### src/hdl/brl_pkg.sv
package brl_pkg;

    // Coordinate widths, fixed by the pixel word format.
    localparam int X_BITS = 9;
    localparam int Y_BITS = 8;
    localparam int C_BITS = (X_BITS > Y_BITS) ? X_BITS : Y_BITS;
    // The error term needs a sign bit and one bit of headroom over a distance.
    localparam int ERR_BITS = C_BITS + 2;
    localparam int COLOR_BITS = 16;
    localparam int ADDR_BITS = 32;

    // Default row pitch: one row is 2**ROW_SHIFT bytes.
    localparam int ROW_SHIFT_DEF = 10;

    typedef enum logic {
        REQ_START = 1'b0,
        REQ_TICK  = 1'b1
    } req_kind_t;

    typedef struct packed {
        req_kind_t              req_type;
        logic [X_BITS-1:0]      x_start;
        logic [Y_BITS-1:0]      y_start;
        logic [X_BITS-1:0]      x_end;
        logic [Y_BITS-1:0]      y_end;
        logic [COLOR_BITS-1:0]  color;
    } request_t;

    typedef struct packed {
        logic [X_BITS-1:0]      pixel_x;
        logic [Y_BITS-1:0]      pixel_y;
        logic [COLOR_BITS-1:0]  pixel_color;
        logic [ADDR_BITS-1:0]   pixel_address;
        logic                   last_pixel;
    } result_t;

    // Line parameters worked out from a start word.
    typedef struct packed {
        logic                   steep;
        logic [C_BITS-1:0]      major_pos;
        logic [C_BITS-1:0]      major_end;
        logic [C_BITS-1:0]      minor_pos;
        logic                   minor_down;
        logic [C_BITS-1:0]      delta_major;
        logic [C_BITS-1:0]      delta_minor;
        logic [ERR_BITS-1:0]    err_init;
    } line_setup_t;

endpackage

### src/hdl/bresenham_line_rasterizer_core.sv
// Bresenham line rasterizer.
// Input channel (in_valid, in_stall, in_word): a start word loads two
// endpoints and a color; a tick word asks for the next pixel of the line.
// Output channel (out_valid, out_stall, out_word): one word per tick while a
// line is being drawn, carrying x, y, color, byte address and a last flag.
// A tick while idle and every start word give no output word; a start word
// in the middle of a line abandons that line.
// Configuration channel (cfg_valid, cfg_ready, cfg_data) writes the buffer
// base address; it is always ready. The user must write it only while idle; the block itself does not enforce this.
// An accepted tick sits in the input register, and its pixel then enters
// the result register once the result slot is free or emptying.
// Throughput is one word per cycle while the receiver does not stall.
// Reset clears both registers' valid flags, puts the walker in idle and sets
// the base address to zero.
// When the receiver stalls, the result word holds, the tick behind it waits
// in the input register, and in_stall rises once that register is occupied.
module bresenham_line_rasterizer_core #(
    parameter int ROW_SHIFT = brl_pkg::ROW_SHIFT_DEF
) (
    input  logic                          clk,
    input  logic                          rst_n,
    input  logic                          in_valid,
    output logic                          in_stall,
    input  brl_pkg::request_t             in_word,
    output logic                          out_valid,
    input  logic                          out_stall,
    output brl_pkg::result_t              out_word,
    input  logic                          cfg_valid,
    output logic                          cfg_ready,
    input  logic [brl_pkg::ADDR_BITS-1:0] cfg_data
);
    import brl_pkg::*;

    logic                 held_valid;
    request_t             held_word;
    line_setup_t          setup;
    logic                 take;
    logic [ADDR_BITS-1:0] base_reg;

    // Base address register.
    assign cfg_ready = 1'b1;

    always_ff @(posedge clk or negedge rst_n)
    begin
        if (!rst_n)
        begin
            base_reg <= '0;
        end
        else if (cfg_valid && cfg_ready)
        begin
            base_reg <= cfg_data;
        end
    end

    brl_in_stage u_in_stage (
        .clk        (clk),
        .rst_n      (rst_n),
        .in_valid   (in_valid),
        .in_stall   (in_stall),
        .in_word    (in_word),
        .take       (take),
        .held_valid (held_valid),
        .held_word  (held_word)
    );

    brl_setup u_setup (
        .req   (held_word),
        .setup (setup)
    );

    brl_step #(
        .ROW_SHIFT (ROW_SHIFT)
    ) u_step (
        .clk        (clk),
        .rst_n      (rst_n),
        .held_valid (held_valid),
        .held_word  (held_word),
        .setup      (setup),
        .base       (base_reg),
        .take       (take),
        .out_valid  (out_valid),
        .out_stall  (out_stall),
        .out_word   (out_word)
    );

endmodule

### src/hdl/brl_in_stage.sv
module brl_in_stage (
    input  logic              clk,
    input  logic              rst_n,
    input  logic              in_valid,
    output logic              in_stall,
    input  brl_pkg::request_t in_word,
    input  logic              take,
    output logic              held_valid,
    output brl_pkg::request_t held_word
);
    import brl_pkg::*;

    logic     held_valid_reg;
    request_t held_word_reg;

    // The held word waits only while the downstream side cannot take it.
    assign in_stall   = held_valid_reg && !take;
    assign held_valid = held_valid_reg;
    assign held_word  = held_word_reg;

    // Valid flag of the input register.
    always_ff @(posedge clk or negedge rst_n)
    begin
        if (!rst_n)
        begin
            held_valid_reg <= 1'b0;
        end
        else if (!in_stall)
        begin
            held_valid_reg <= in_valid;
        end
    end

    // Payload of the input register.
    always_ff @(posedge clk)
    begin
        if (!in_stall && in_valid)
        begin
            held_word_reg <= in_word;
        end
    end

endmodule

### src/hdl/brl_setup.sv
module brl_setup (
    input  brl_pkg::request_t    req,
    output brl_pkg::line_setup_t setup
);
    import brl_pkg::*;

    logic [C_BITS-1:0] x0;
    logic [C_BITS-1:0] y0;
    logic [C_BITS-1:0] x1;
    logic [C_BITS-1:0] y1;
    logic [C_BITS-1:0] dx;
    logic [C_BITS-1:0] dy;
    logic              steep;
    logic [C_BITS-1:0] a0;
    logic [C_BITS-1:0] b0;
    logic [C_BITS-1:0] a1;
    logic [C_BITS-1:0] b1;
    logic [C_BITS-1:0] lo_a;
    logic [C_BITS-1:0] lo_b;
    logic [C_BITS-1:0] hi_a;
    logic [C_BITS-1:0] hi_b;
    logic [C_BITS-1:0] d_major;

    // Widen the endpoints to the common coordinate width.
    assign x0 = C_BITS'(req.x_start);
    assign y0 = C_BITS'(req.y_start);
    assign x1 = C_BITS'(req.x_end);
    assign y1 = C_BITS'(req.y_end);

    assign dx = (x1 > x0) ? (x1 - x0) : (x0 - x1);
    assign dy = (y1 > y0) ? (y1 - y0) : (y0 - y1);

    // A steep line walks along y, so the roles of the axes swap.
    assign steep = dy > dx;
    assign a0    = steep ? y0 : x0;
    assign b0    = steep ? x0 : y0;
    assign a1    = steep ? y1 : x1;
    assign b1    = steep ? x1 : y1;

    // Order the endpoints so that the major coordinate rises.
    always_comb
    begin
        if (a0 > a1)
        begin
            lo_a = a1;
            lo_b = b1;
            hi_a = a0;
            hi_b = b0;
        end
        else
        begin
            lo_a = a0;
            lo_b = b0;
            hi_a = a1;
            hi_b = b1;
        end
    end

    assign d_major = hi_a - lo_a;

    always_comb
    begin
        setup.steep       = steep;
        setup.major_pos   = lo_a;
        setup.major_end   = hi_a;
        setup.minor_pos   = lo_b;
        setup.minor_down  = !(lo_b < hi_b);
        setup.delta_major = d_major;
        setup.delta_minor = (hi_b > lo_b) ? (hi_b - lo_b) : (lo_b - hi_b);
        setup.err_init    = -ERR_BITS'(d_major >> 1);
    end

endmodule

### src/hdl/brl_step.sv
module brl_step #(
    parameter int ROW_SHIFT = brl_pkg::ROW_SHIFT_DEF
) (
    input  logic                          clk,
    input  logic                          rst_n,
    input  logic                          held_valid,
    input  brl_pkg::request_t             held_word,
    input  brl_pkg::line_setup_t          setup,
    input  logic [brl_pkg::ADDR_BITS-1:0] base,
    output logic                          take,
    output logic                          out_valid,
    input  logic                          out_stall,
    output brl_pkg::result_t              out_word
);
    import brl_pkg::*;

    logic                  drawing_reg;
    logic                  drawing_next;
    logic                  steep_reg;
    logic [C_BITS-1:0]     major_pos_reg;
    logic [C_BITS-1:0]     major_pos_next;
    logic [C_BITS-1:0]     major_end_reg;
    logic [C_BITS-1:0]     minor_pos_reg;
    logic [C_BITS-1:0]     minor_pos_next;
    logic                  minor_down_reg;
    logic [ERR_BITS-1:0]   err_reg;
    logic [ERR_BITS-1:0]   err_next;
    logic [C_BITS-1:0]     delta_major_reg;
    logic [C_BITS-1:0]     delta_minor_reg;
    logic [COLOR_BITS-1:0] colour_reg;
    logic                  out_valid_reg;
    logic                  out_valid_next;
    result_t               out_word_reg;
    result_t               pix;

    logic                  is_start;
    logic                  is_pixel;
    logic                  last;
    logic [ERR_BITS-1:0]   err_sum;
    logic                  minor_step;
    logic [X_BITS-1:0]     px;
    logic [Y_BITS-1:0]     py;

    // The held word moves on whenever the result slot is free or emptying.
    assign take      = held_valid && (!out_valid_reg || !out_stall);
    assign is_start  = take && (held_word.req_type == REQ_START);
    assign is_pixel  = take && (held_word.req_type == REQ_TICK) && drawing_reg;
    assign out_valid = out_valid_reg;
    assign out_word  = out_word_reg;

    // Current pixel and its byte address.
    assign last = major_pos_reg == major_end_reg;
    assign px   = steep_reg ? minor_pos_reg[X_BITS-1:0] : major_pos_reg[X_BITS-1:0];
    assign py   = steep_reg ? major_pos_reg[Y_BITS-1:0] : minor_pos_reg[Y_BITS-1:0];

    always_comb
    begin
        pix.pixel_x       = px;
        pix.pixel_y       = py;
        pix.pixel_color   = colour_reg;
        pix.pixel_address = base + (ADDR_BITS'(py) << ROW_SHIFT) + (ADDR_BITS'(px) << 1);
        pix.last_pixel    = last;
    end

    // Error update; the minor axis never steps when its distance is zero.
    assign err_sum    = err_reg + ERR_BITS'(delta_minor_reg);
    assign minor_step = !err_sum[ERR_BITS-1] && (delta_minor_reg != '0);

    always_comb
    begin
        drawing_next   = drawing_reg;
        major_pos_next = major_pos_reg;
        minor_pos_next = minor_pos_reg;
        err_next       = err_reg;
        if (is_start)
        begin
            drawing_next   = 1'b1;
            major_pos_next = setup.major_pos;
            minor_pos_next = setup.minor_pos;
            err_next       = setup.err_init;
        end
        else if (is_pixel)
        begin
            if (last)
            begin
                drawing_next = 1'b0;
            end
            else
            begin
                major_pos_next = major_pos_reg + 1'b1;
                if (minor_step)
                begin
                    minor_pos_next = minor_down_reg ? (minor_pos_reg - 1'b1)
                                                    : (minor_pos_reg + 1'b1);
                    err_next       = err_sum - ERR_BITS'(delta_major_reg);
                end
                else
                begin
                    err_next = err_sum;
                end
            end
        end
    end

    // Result slot: filled by a pixel, emptied when the receiver takes it.
    always_comb
    begin
        if (is_pixel)
        begin
            out_valid_next = 1'b1;
        end
        else if (!out_stall)
        begin
            out_valid_next = 1'b0;
        end
        else
        begin
            out_valid_next = out_valid_reg;
        end
    end

    // Line walker state.
    always_ff @(posedge clk or negedge rst_n)
    begin
        if (!rst_n)
        begin
            drawing_reg     <= 1'b0;
            steep_reg       <= 1'b0;
            major_pos_reg   <= '0;
            major_end_reg   <= '0;
            minor_pos_reg   <= '0;
            minor_down_reg  <= 1'b0;
            err_reg         <= '0;
            delta_major_reg <= '0;
            delta_minor_reg <= '0;
            colour_reg      <= '0;
            out_valid_reg   <= 1'b0;
        end
        else
        begin
            drawing_reg   <= drawing_next;
            major_pos_reg <= major_pos_next;
            minor_pos_reg <= minor_pos_next;
            err_reg       <= err_next;
            out_valid_reg <= out_valid_next;
            if (is_start)
            begin
                steep_reg       <= setup.steep;
                major_end_reg   <= setup.major_end;
                minor_down_reg  <= setup.minor_down;
                delta_major_reg <= setup.delta_major;
                delta_minor_reg <= setup.delta_minor;
                colour_reg      <= held_word.color;
            end
        end
    end

    // Result word register.
    always_ff @(posedge clk)
    begin
        if (is_pixel)
        begin
            out_word_reg <= pix;
        end
    end

endmodule

### config.mk
export PLATFORM = sky130hd
export DESIGN_NAME = bresenham_line_rasterizer_core
export DESIGN_NICKNAME = d
export VERILOG_FILES = /design/src/hdl/brl_pkg.sv /design/src/hdl/bresenham_line_rasterizer_core.sv /design/src/hdl/brl_in_stage.sv /design/src/hdl/brl_setup.sv /design/src/hdl/brl_step.sv
export SDC_FILE = /design/constraint.sdc
export NUM_CORES = 1
export LEC_CHECK = 0
export BUFFER_PORTS_ARGS = -buffer_cell sky130_fd_sc_hd__buf_2
export CAP_MARGIN = 20
export CELL_PAD_IN_SITES_DETAIL_PLACEMENT = 0
export CELL_PAD_IN_SITES_GLOBAL_PLACEMENT = 1
export CORE_MARGIN = 1.5
export CORE_UTILIZATION = 47
export DETAILED_ROUTE_END_ITERATION = 10
export GPL_TIMING_DRIVEN = 0
export PLACE_DENSITY_LB_ADDON = 0.2
export SLEW_MARGIN = 20
export SYNTH_ARGS = -nofsm -noshare
export SYNTH_HDL_FRONTEND = slang
export SYNTH_SLANG_ARGS = --single-unit
### constraint.sdc
create_clock -name clk -period 13.7 [get_ports clk]
set_input_delay 2.74 -clock clk [delete_from_list [all_inputs] [get_ports clk]]
set_output_delay 2.74 -clock clk [all_outputs]
set_load 0.05 [all_outputs]
Word level (Yosys, flattened, before mapping)
Index checks and enable logic that the tools add are counted.
{"block": "totals", "reg_bits": 226, "in_bits": 88, "elab_cells": 100}
{"block": "op_classes", "addsub": 15, "n_lt_le_gt_ge": 6, "eq_ne": 3, "mux": 30, "bitwise": 1, "n_reduce_logical": 21}
{"operator": "$mux 9", "n": 20}
{"operator": "$sub 9x9->9", "n": 5}
{"operator": "$mux 11", "n": 4}
{"operator": "$gt 9x9->1", "n": 4}
{"operator": "$add 32x10->32", "n": 1}
{"operator": "$add 32x18->32", "n": 1}
{"operator": "$add 9x1->9 const B", "n": 2}
{"operator": "$sub 8x8->9", "n": 2}
{"operator": "$add 11x9->11", "n": 1}
{"operator": "$neg 8->11", "n": 1}
{"operator": "$sub 11x9->11", "n": 1}
{"operator": "$eq 9x9->1", "n": 1}
{"operator": "$lt 9x9->1", "n": 1}
{"operator": "$reduce_bool 9->1", "n": 1}
{"operator": "$sub 9x1->9 const B", "n": 1}
{"operator": "$gt 8x8->1", "n": 1}
{"operator": "$mux 8", "n": 1}
{"operator": "$logic_and 1x1->1", "n": 7}
{"operator": "$logic_not 1->1", "n": 6}
{"operator": "$reduce_bool 2->1", "n": 3}
{"operator": "$mux 1", "n": 5}
{"operator": "$ne 2x1->1 const B", "n": 2}
{"operator": "$reduce_and 2->1", "n": 2}
{"operator": "$reduce_and 3->1", "n": 1}
{"operator": "2 further kinds", "n": 2}

Depth between registers and ports, before layout
{"block": "depth", "word_depth": 9, "depth_mapped": 53, "ltp_nobuf": 43}

By module
A second synthesis with hierarchy kept.
{"block": "hier_totals", "hier_cells": 1565, "area_unflattened_um2": 15212.1}
{"mod": "brl_step", "n_inst": 1, "cells_each": 776, "area_per_inst_um2": 7800.0}
{"mod": "brl_setup", "n_inst": 1, "cells_each": 663, "area_per_inst_um2": 4466.8}
{"mod": "brl_in_stage", "n_inst": 1, "cells_each": 56, "area_per_inst_um2": 1589.0}
{"mod": "bresenham_line_rasterizer_core", "n_inst": 1, "cells_each": 70, "area_per_inst_um2": 1356.3}

Least setup slack after synthesis
No wires, ideal clock.
{"block": "synth_path", "path_kind": "register to register", "from": "reg u_in_stage.held_word_reg, in the netlist u_in_stage.held_word[28]", "to": "reg u_step.delta_minor_reg[8]", "setup_ns": 0.134, "t_arrival_ns": 10.469, "setup_slack_ns": 3.097, "stages_incl_launch_ff": 51, "path_buffers": 10, "period_less_slack_ns": 10.603, "cell_sequence": "edfxtp_1 inv_1 ha_1 clkbuf_1 a21o_1 a21oi_1 nor2b_1 o31a_1 o21a_1 o32ai_1 clkbuf_1 o221ai_1 a41oi_1 nand2_1 xnor2_1 ha_1 a211oi_2 nor2_1 (+15 left out) mux2i_4 clkbuf_1 clkbuf_1 nand2_1 a31oi_1 inv_1 ha_1 nor2b_1 o21ai_0 a21oi_1 o21ai_0 a31oi_1 clkbuf_1 mux2_2 a221oi_1 o21ai_0 xnor2_1 o21ai_0"}
{"block": "synth_via", "elab_chain_cells": 8, "elab_cells_between_ends": 16, "cone_classes": "add/sub: 4; order compare: 4; mux: 8"}
{"element": "start, declared", "line": "brl_in_stage.sv:14", "source": "request_t held_word_reg;"}
{"element": "start signal, assigned", "line": "brl_in_stage.sv:39", "source": "held_word_reg <= in_word;"}
{"element": "$sub 9x9->9 or $gt 9x9->1 (tied branches)", "line": "brl_setup.sv:30", "source": "assign dx = (x1 > x0) ? (x1 - x0) : (x0 - x1);"}
{"element": "$mux 9", "line": "brl_setup.sv:30"}
{"element": "$gt 9x9->1", "line": "brl_setup.sv:34", "source": "assign steep = dy > dx;"}
{"element": "$mux 9, on equally long branches", "line": "brl_setup.sv:35, brl_setup.sv:37"}
{"element": "$gt 9x9->1", "line": "brl_setup.sv:43", "source": "if (a0 > a1)"}
{"element": "$mux 9", "line": "brl_setup.sv:43"}
{"element": "$sub 9x9->9 or $gt 9x9->1 (tied branches)", "line": "brl_setup.sv:69", "source": "setup.delta_minor = (hi_b > lo_b) ? (hi_b - lo_b) : (lo_b - hi_b);"}
{"element": "$mux 9 (*)", "line": "brl_setup.sv:69"}
{"element": "end signal, assigned", "line": "brl_step.sv:152", "source": "delta_minor_reg <= setup.delta_minor;"}
{"element": "end, declared", "line": "brl_step.sv:29", "source": "logic [C_BITS-1:0] delta_minor_reg;"}
Mark *: on every way between the ends. The rest lies on a longest branch, timed or not.
A chain may end at the register's enable or synchronous reset.

Worst setup path after layout
Ends and elaborated chain as after synthesis.

==> impl_metrics.env <==
export IMPL_clk_latency_ns=0.53
export IMPL_post_route_util=0.547
export IMPL_final_common_cell="nand2_1"
export IMPL_slew_headroom=0.456
export IMPL_globalplace_congestion=0.954
export IMPL_synthXorXnorAreaFrac=0.0555
export IMPL_cpLargestDelayFamily="compound AO/OA/AOI/OAI gates"
export IMPL_synth_area_sq_mm=0.0146
export IMPL_ys_seq_area_frac=0.426
export IMPL_ant_nets=0
export IMPL_drive_gt1_frac=0.168
export IMPL_reg2reg_slack_ns=0.71
export IMPL_worstPathRequired_ns=14.09
export IMPL_detail_route_first_pass_iterations=5
export IMPL_ys_seq_elements=226
export IMPL_portBuffers=154
export IMPL_via_count=11700
export IMPL_ioPinCount=157
export IMPL_clock_sinks=226
export IMPL_synth_nets=1706
export IMPL_avgRoutedWirePerCell_um=19.5
export IMPL_finalWirelength_um=40900
export IMPL_cts_max_level=1
export IMPL_synthSimpleGateAreaFrac=0.134
export IMPL_post_route_period_util=0.948
export IMPL_crit_buf_inv=13
export IMPL_placementRows=64
export IMPL_nNetsFinal=1889
export IMPL_tritoncts="built"
export IMPL_start_util=0.478
export IMPL_postLayoutCellArea_sq_mm=0.0168
export IMPL_r2r_cells=49
export IMPL_hold_viol=0
export IMPL_critical_path_class="flop to flop"
export IMPL_period_minus_slack_ns=12.99
export IMPL_area_growth_syn_to_layout_pct=14.6
export IMPL_grt_usage=0.253
export IMPL_design_core_area_sq_mm=0.0307
export IMPL_setup_viol=0
export IMPL_post_cts_repair_setup_buffers=0
export IMPL_drtIter0Drc=786
export IMPL_clk_pin_slew_ns=0.07
export IMPL_cpMaxStageDelayCell="o21ai_0"
export IMPL_synthFlopType="edfxtp_1"
export IMPL_hold_path_startpoint="u_in_stage.held_word[4]"
export IMPL_tns_ns=0
export IMPL_grt_overflow_total=0
export IMPL_synth_yosys_warnings=0
export IMPL_instances_no_fill=2096
export IMPL_synth_edf_count=117
export IMPL_synthArstFlopShare=0.482
export IMPL_hold_path_end="u_step.colour_reg[4]"
export IMPL_worstPathArrival_ns=13.39
export IMPL_synth_top_family_by_area="compound AO/OA/AOI/OAI gates"
export IMPL_dpl_instance_area_sq_mm=0.0160
export IMPL_dp_hpwl_um=31900
export IMPL_layout_common_cells="nand2_1, buf_2, edfxtp_1, inv_1, ha_1"
export IMPL_cp_end_kind="flop"
export IMPL_max_cap_viol_count=0
export IMPL_drc=0
export IMPL_die_h_um=180
export IMPL_synth_compound_area_frac=0.156
export IMPL_cts_root_buf="clkbuf_16"
export IMPL_via_per_inst=5.57
export IMPL_min_path_type="flop to flop"
export IMPL_die_w_um=180
export IMPL_ys_types=76
export IMPL_worst_pin_slew_ns=0.817
export IMPL_hold_depth=2
export IMPL_die_area_sq_mm=0.0322
export IMPL_dp_cells=2048
export IMPL_antenna_found_initial=3
export IMPL_grt_max_degree=65
export IMPL_synth_adder_area_share=0.112
export IMPL_synthCells=1496
export IMPL_syn_area_per_cell_sq_um=9.79
export IMPL_clockBufferDepth=3
export IMPL_grt_pass1_vias=11500
export IMPL_grt_pass1_wl_um=64400
export IMPL_clock_skew_final_ns=0.0195
export IMPL_critPathMaxFanout=10
export IMPL_slowest_delay_ns=0.64
export IMPL_max_freq_ghz=0.0770
export IMPL_setup_worst_path_start_class="flop"
export IMPL_cts_buffers=25
export IMPL_yosys_mux_area_fraction=0.0689
export IMPL_regToRegStartpoint="u_in_stage.held_word[28]"
export IMPL_rsz0062_at_grt="false"
export IMPL_r2r_end="u_step.delta_minor_reg[8]"
export IMPL_status="complete, no violations"
export IMPL_timing_final_max_slew_violations=0
export IMPL_largest_register_ffs=66
==> cells by family (layout without fill, tap and decap cells) <==
| logic type | count (synthesis) | after routing |
|---|---|---|
| simple gates | 429 | 429 |
| compound gates | 355 | 355 |
| flops | 226 | 226 |
| buf+inv | 175 | 376 |
| fa+ha+maj | 126 | 126 |
| xor+xnor | 92 | 92 |
| mux | 92 | 92 |
| other cells | 1 | 4 |
==> cell usage after synthesis (21+ instances only) <==
master / instances / area (sq um)
a21o_1: 21 / 158
nand3_1: 30 / 150
ha_1: 112 / 1400
mux2_2: 54 / 608
mux2i_1: 35 / 350
nor2_1: 76 / 285
o21ai_0: 101 / 505
edfxtp_1: 117 / 3510
xor2_1: 29 / 254
inv_1: 115 / 432
nand2_1: 204 / 766
xnor2_1: 62 / 543
a21oi_1: 82 / 410
dfrtp_1: 109 / 2730
clkbuf_1: 42 / 158
==> worst reg2reg max path, delay by kind of cell, from the launching register on <==
family	cells	cell delay [ns]
adders and majority gates	4	1.30
muxes	3	1.01
xor gates and xnor gates	2	0.63
buffers and inverters	13	3.17
and+or+nand+nor	11	2.20
DFF	1	0.49
AOI/OAI and AO/OA	16	4.06
==> routing by layer <==
metal	vias to the layer above	share of wire	track usage
met3	69	0.051	0.0290
met1	5555	0.44	0.338
met2	354	0.48	0.430
met5	-	0	0
li1	5701	-	-
met4	0	0.032	0.0820
==> worst max path at each step <==
| stage | start | to | slack [ns] | depth (start not counted) |
|---|---|---|---|---|
| floorplan | u_in_stage.held_word[28] | u_step.delta_minor_reg[8] | 3.10 | 50 |
| global route | u_in_stage.held_word[25] | u_step.delta_minor_reg[8] | 0.13 | 48 |
| detailed placement | u_in_stage.held_word[25] | u_step.delta_minor_reg[8] | 0.34 | 45 |
| finish | u_in_stage.held_word[28] | u_step.delta_minor_reg[8] | 0.71 | 49 |
| global placement | u_in_stage.held_word[25] | u_step.delta_minor_reg[8] | 0.29 | 44 |
| CTS | u_in_stage.held_word[28] | u_step.delta_minor_reg[8] | 0.28 | 45 |
==> through the flow <==
| step | worst slack (ns) | hold WS, ns |
|---|---|---|
| after floorplan | 3.10 | 0.415 |
| final | 0.706 | 0.440 |
| after CTS | 0.283 | 0.440 |
| after detailed placement | 0.342 | 0.425 |
| after global routing | 0.129 | 0.457 |
| after global placement | 0.294 | 0.419 |
==> layout make-up <==
class / count / area [sq um]
Antenna cell: 3 / 7.51
Multi-Input combinational cell: 1095 / 7750
Tap cell: 396 / 495
Clock buffer: 32 / 672
Timing Repair Buffer: 156 / 832
Inverter: 116 / 438
Sequential cell: 226 / 6240
Fill cell: 2810 / 13900
Clock inverter: 13 / 96.3
Buffer: 59 / 254
==> repair_timing <==
item,in CTS,in global routing
gates resized for setup,0,13
hold buffers,0,0
endpoints found under the setup margin,0,5
Power is not shown: default switching activity piles up to over one toggle a cycle in this logic, so the estimate is an artifact.
